[src/sv/pfa_pkg.sv]
// shared types and constants for the page frame allocator with reference counts
// no dependencies; imported by pfa_addr_check and page_frame_allocator_refcount_unit
package pfa_pkg;

    // configuration register, result and port widths
    localparam int BASE_W = 20;
    localparam int FIRST_W = 13;
    localparam int POOL_W = 13;
    localparam int FREE_OUT_W = 13;
    localparam int ADDR_W = 32;
    localparam int PADDR_W = 4;

    // request codes
    localparam logic [1:0] REQ_INIT = 2'd0;
    localparam logic [1:0] REQ_ALLOC = 2'd1;
    localparam logic [1:0] REQ_FREE = 2'd2;
    localparam logic [1:0] REQ_SHARE = 2'd3;

    // status codes
    localparam logic [2:0] ST_OK = 3'd0;
    localparam logic [2:0] ST_EMPTY = 3'd1;
    localparam logic [2:0] ST_MISALIGNED = 3'd2;
    localparam logic [2:0] ST_RANGE = 3'd3;
    localparam logic [2:0] ST_SHARED = 3'd4;
    localparam logic [2:0] ST_DOUBLE = 3'd5;

    // register index codes (paddr[3:2])
    localparam logic [1:0] RIDX_BASE = 2'd0;
    localparam logic [1:0] RIDX_FIRST = 2'd1;
    localparam logic [1:0] RIDX_POOL = 2'd2;

    // sequencer states
    typedef enum logic [1:0] {
        S_IDLE,
        S_INIT,
        S_EXEC
    } state_t;

    // address check outcome
    typedef struct packed {
        logic misaligned;
        logic out_of_range;
    } addr_chk_t;

endpackage

[src/sv/pfa_addr_check.sv]
// alignment and range check of a page address against the managed pool
// depends on pfa_pkg
module pfa_addr_check #(
    parameter int MAX_PAGES = 4096,
    parameter int PAGE_SHIFT = 12
) (
    input  logic [pfa_pkg::ADDR_W-1:0]          page_addr,
    input  logic [pfa_pkg::BASE_W-1:0]          base_page,
    input  logic [$clog2(MAX_PAGES+1)-1:0]      eff_first,
    input  logic [$clog2(MAX_PAGES+1)-1:0]      eff_pool,
    output pfa_pkg::addr_chk_t                  chk,
    output logic [$clog2(MAX_PAGES)-1:0]        idx
);
    import pfa_pkg::*;

    localparam int CNT_W = $clog2(MAX_PAGES + 1);
    localparam int IDX_W = $clog2(MAX_PAGES);
    localparam int PFN_W = ADDR_W - PAGE_SHIFT;
    localparam int SUM_W = ((BASE_W > CNT_W) ? BASE_W : CNT_W) + 1;
    localparam int CMP_W = (SUM_W > PFN_W) ? SUM_W : PFN_W;

    logic [PFN_W-1:0] pfn;
    logic [CMP_W-1:0] lo;
    logic [CMP_W-1:0] hi;
    logic [CMP_W-1:0] pfn_ext;
    logic [CMP_W-1:0] offset;

    // frame number and pool bounds
    assign pfn = page_addr[ADDR_W-1:PAGE_SHIFT];
    assign pfn_ext = CMP_W'(pfn);
    assign lo = CMP_W'(base_page) + CMP_W'(eff_first);
    assign hi = CMP_W'(base_page) + CMP_W'(eff_pool);
    assign offset = pfn_ext - CMP_W'(base_page);

    // flags and index within the pool
    assign chk.misaligned = (page_addr[PAGE_SHIFT-1:0] != '0);
    assign chk.out_of_range = (pfn_ext < lo) || (pfn_ext >= hi);
    assign idx = offset[IDX_W-1:0];

endmodule

[config.mk]
export PLATFORM = sky130hd
export DESIGN_NAME = pfa_addr_check
export DESIGN_NICKNAME = d
export VERILOG_FILES = /design/src/sv/pfa_pkg.sv /design/src/sv/pfa_addr_check.sv
export SDC_FILE = /design/constraint.sdc
export NUM_CORES = 1
export LEC_CHECK = 0
export ABC_AREA = 1
export CORE_MARGIN = 10
export CORE_UTILIZATION = 35
export DETAILED_ROUTE_END_ITERATION = 16
export DONT_BUFFER_PORTS = 1
export PLACE_DENSITY = 0.56
export SLEW_MARGIN = 5
export SYNTH_ARGS = -nofsm -noshare
export SYNTH_HDL_FRONTEND = slang
export SYNTH_SLANG_ARGS = --single-unit
[constraint.sdc]
create_clock -name vclk -period 3.1
set_input_delay 0.155 -clock vclk [all_inputs]
set_output_delay 0.155 -clock vclk [all_outputs]
set_load 0.01 [all_outputs]
==> metrics, run 1 <==
Util after Layout=0.387; Post-Syn Nets=612; Post-Synth XOR/XNOR Area=0.128; clock buf count=0; complex-gate fraction of the synthesized area=0.190; DIE AREA=12500 um^2; Core Area=~8200 um^2; LEAKAGE=1.68 nW; die height=112 um; CP required=between 2 and 3 ns; Max IR drop VDD=80.1 uV; Final Slew Violations=0; Worst Path Max Fanout=3; Final setup viols=0; Rel. slew slack=0.751; HPWL Detailed=8.26 mm; post-synthesis cell count=455; fraction of the yosys area taken by sequential cells=0; Simple-Gate Fraction of Synth Area=0.263; commonest cells in the netlist=nand2_1 (112), ha_1 (76), inv_1 (57); synthesized area=2940 um^2; total number of vias=2907; Max Cap Viol=0; status=complete, no violations; Yosys warning count=0; WS Path Type=primary input to output port; seq_cells=0; Initial DRC Count=84; number of global-route vias before repair=2903; # port buffers=0; count of different cell masters after synthesis=33; Cell Area, Placed=3110 um^2; Final period util=0.945; post-route cell area=3170 um^2; top cells by area, synth=ha_1 (32%), nand2_1 (14%), xor2_1 (8.3%); min-delay src=page_addr[10]; Final Critical Period=2.93 ns; post-synthesis mux area share=0; Worst-Margin Slew=about 0.37 ns; Routed Antenna Nets=0; drt total wl=8.83 mm; RSZ-0062 raised after global routing=yes; DRC=0; overall routing resource usage=0.133; Vias/cell=5.12; Hold Slack=~0.45 ns; DR WL/cell=~16 um; grt total ovfl=0; hold_buf cts=0; Worst Hold Path Cells=2; Nets=622; fmax=341 MHz; first-pass GRT wire length=14.2 mm; total power=0.000678 W; hold crit path type=primary input to output port; ant diodes=0; row count=33; largest net degree at the start of global routing=9; Reg area=0 um^2; largest family of logic cells by synthesized area=adder cells; crit path launch type=primary input; initial core utilization=0.359; die width=approximately 110 um; count leader, synth=nand2_1; Final Hold Viols=0; post-synth top area share=0.324; Yosys top cell by area=ha_1; Setup crit end kind=output port; pwr dens=214 nW/um^2; Layout area overhead=7.79%; Worst Hold End=chk[1]; initial antenna violation count=0; IO Pins=92; Mean Syn Cell Area=~6.5 um^2; Adder-Cell Fraction of Synth Area=0.344; first-pass iteration count of the detailed router=4; layout cells sized above 1=0.0713; CP arrival=about 2.8 ns; gpl congestion=0.877
-- stage by stage --
step / worst slack, ns / std cells / setup TNS (ns)
after floorplan: 0.279 / 455 / 0
after global placement: 0.0548 / 565 / 0
after detailed placement: -0.0112 / 565 / -0.0112
after CTS: 0.0120 / 565 / 0
after global routing: -0.0462 / 568 / -0.0462
final: 0.169 / 568 / 0
-- report_power, final --
group          switching (W)  total, W  internal, W
Sequential                 0         0            0
Combinational       0.000401  0.000678     0.000277
Clock                      0         0            0
Total               0.000401  0.000678     0.000277
-- worst max-delay path by stage --
stage                             from  endpoint  slack, ns  cells after the start
after floorplan           base_page[0]    chk[0]       0.28                     25
after global placement    base_page[0]    chk[0]       0.05                     25
after detailed placement  base_page[0]    chk[0]      -0.01                     25
after CTS                 base_page[0]    chk[0]       0.01                     25
after global routing      base_page[0]    chk[0]      -0.05                     25
final                     base_page[0]    chk[0]       0.17                     25
-- cells by family after synthesis --
logic type,after synthesis
AO/OA/AOI/OAI,92
adder cells (fa/ha/maj),79
XOR/XNOR,43
buffers and inverters,58
AND/OR/NAND/NOR,183
-- placed cells by master (no fill, tap or decap), types with 9 or more instances in the layout --
cell | netlist | layout
xnor2_1 | 15 | 15
nand2_1 | 112 | 109
xor2_1 | 28 | 28
nand3_1 | 17 | 17
ha_1 | 76 | 75
o21ai_0 | 17 | 16
buf_4 | 1 | 9
nor2_1 | 29 | 28
inv_1 | 57 | 56
a21oi_1 | 45 | 44
-- area by class of cell --
cell class | instances | area [um^2]
Tap cell | 105 | 131
Inverter | 57 | 214
Timing Repair Buffer | 9 | 67.6
Multi-Input combinational cell | 397 | 2750
Fill cell | 901 | 5010
-- per-layer routing --
metal	GRT usage	part of all wire	routed length [um]	vias to the layer above
li1	-	-	-	1563
met3	0.0236	0.063	553	0
met4	0	0	0	0
met1	0.159	0.43	3790	1293
met5	0	0	0	-
met2	0.252	0.51	4490	51
-- repair_timing --
action,CTS,global route
pin swaps,0,12
gates resized for setup,1,11
endpoints found under the setup margin,1,1
buffers inserted,0,3
-- critical path, cell delays in order --
cell and delay [ns]:
ha_4 0.12, inv_2 0.04, fa_2 0.35, nand3b_1 0.18, nand2_2 0.11, a21oi_4 0.08
o21ai_2 0.17, nand2_1 0.09, nor2_1 0.10, nor2_1 0.06, xor2_1 0.14, ha_1 0.31
nand2_2 0.07, nor2_4 0.11, and2_1 0.13, nand2_1 0.05, nand2_1 0.06, nand2_1 0.05
nand2_1 0.08, nand2_1 0.05, nand2_1 0.06, nand2_1 0.05, nand2_1 0.05, nand2_1 0.05
nand2_2 0.09
Note: power is estimated with default switching activity, not from simulation.
==> inputs of run 2 (changes only) <==
--- a/config.mk
+++ b/config.mk
@@ -6,11 +6,13 @@
 export NUM_CORES = 1
 export LEC_CHECK = 0
 export ABC_AREA = 1
+export CELL_PAD_IN_SITES_DETAIL_PLACEMENT = 0
+export CELL_PAD_IN_SITES_GLOBAL_PLACEMENT = 1
 export CORE_MARGIN = 10
-export CORE_UTILIZATION = 35
+export CORE_UTILIZATION = 47
 export DETAILED_ROUTE_END_ITERATION = 16
 export DONT_BUFFER_PORTS = 1
-export PLACE_DENSITY = 0.56
+export PLACE_DENSITY = 0.92
 export SLEW_MARGIN = 5
 export SYNTH_ARGS = -nofsm -noshare
 export SYNTH_HDL_FRONTEND = slang
==> run 2 against run 1 <==
Against the previous run:
- power rose by 1.4%
- highest routed layer is now met4
- die area fell by 21%
- critical path type unchanged
- critical endpoint unchanged
- sequential share of layout area stayed put
- clock-buffer cell count did not move
==> metrics, run 2 (same netlist as run 1, synthesis figures left out) <==
dpl cells=534; most frequent cells in the layout=nand2_1 (104), ha_1 (75), inv_1 (55); Setup crit end kind=output port; Worst Path Max Fanout=3; grt total ovfl=0; DR WL/cell=about 16 um; IO Pins=92; Final Hold Viols=0; total number of vias=2918; Reg area=0 um^2; Worst Slack Setup Final=0.0898 ns; Worst path max stage delay=0.35 ns; # port buffers=0; Nets=619; row count=28; Hold Slack=0.448 ns; Worst-Margin Slew=between 0.3 and 0.4 ns; Rel. slew slack=0.786; Layout area overhead=7.11%; Initial DRC Count=68; Final Slew Violations=0; Max IR drop VDD=89.8 uV; gpl congestion=0.881; drt total wl=8.46 mm; DIE AREA=9810 um^2; Setup WS pre-CTS=-0.0521 ns; CP arrival=roughly 2.9 ns; crit-path most repeated cell=nand2_2; die height=99.1 um; first-pass iteration count of the detailed router=4; Post-Layout Cell Count=535; die width=99.1 um; Max Cap Viol=0; LEAKAGE=1.67 nW; status=complete, no violations; initial core utilization=0.490; largest net degree at the start of global routing=9; CP required=2.94 ns; Final period util=0.971; hold crit path type=primary input to output port; RSZ-0062 raised after global routing=yes; DRC=0; Core Area=5990 um^2; overall routing resource usage=0.163; seq_cells=0; Routed Antenna Nets=0; WS Path Type=primary input to output port; HPWL Detailed=7.65 mm; Final Critical Period=3.01 ns; CP bufs+invs=1; CP top delay family=simple AND/OR/NAND/NOR gates; commonest non-fill, non-tap cell in the layout=nand2_1; Vias/cell=5.45; initial antenna violation count=0; clock buf count=0; number of global-route vias before repair=2924; crit path launch type=primary input; ant diodes=0; critical path's slowest cell=fa_2; layout cells sized above 1=0.0891; fmax=332 MHz; pwr dens=219 nW/um^2; Final setup viols=0; Setup TNS=0 ns; first-pass GRT wire length=about 14 mm
-- run 2: cell types whose count changed in the layout (fill, tap and decap cells not counted), sizes merged --
cell,before,now
buf,9,6
-- run 2: final timing paths --
check           from  endpoint  slack, ns  depth (start not counted)
max      eff_pool[0]    chk[0]       0.09                         25
min    page_addr[10]    chk[1]       0.45                          2
-- run 2: stage by stage --
step | total power, W | utilization | instance area (um^2)
finish | 0.000688 | 0.525 | 3150
global route | 0.000793 | 0.525 | 3150
CTS | 0.000659 | 0.511 | 3060
detailed placement | 0.000653 | 0.511 | 3060
global placement | 0.000643 | 0.511 | 3060
floorplan | 0.000524 | - | 2940
-- run 2: routing by layer --
layer | vias up | wire length [um] | GRT usage
li1 | 1563 | - | -
met4 | 0 | 23 | 0.00441
met5 | - | 0 | 0
met1 | 1287 | 3530 | 0.197
met2 | 66 | 4260 | 0.301
met3 | 2 | 640 | 0.0321
-- run 2: cell type report --
cell class / count / area, um^2
tap: 75 / 93.8
fill: 624 / 2840
inverter: 57 / 214
multi-input combinational: 397 / 2790
timing repair buffer: 6 / 45.0
-- run 2: what timing repair did --
item                       4_1_cts  5_1_grt
hold buffers                     0        0
setup buffers                    0        1
gates resized for setup          1       24
pin swaps                        0       17
setup endpoints to repair        1        1
-- run 2: power breakdown --
group / switching, W / total [W] / internal [W]
combinational: 0.000410 / 0.000688 / 0.000278
clock: 0 / 0 / 0
sequential: 0 / 0 / 0
total: 0.000410 / 0.000688 / 0.000278
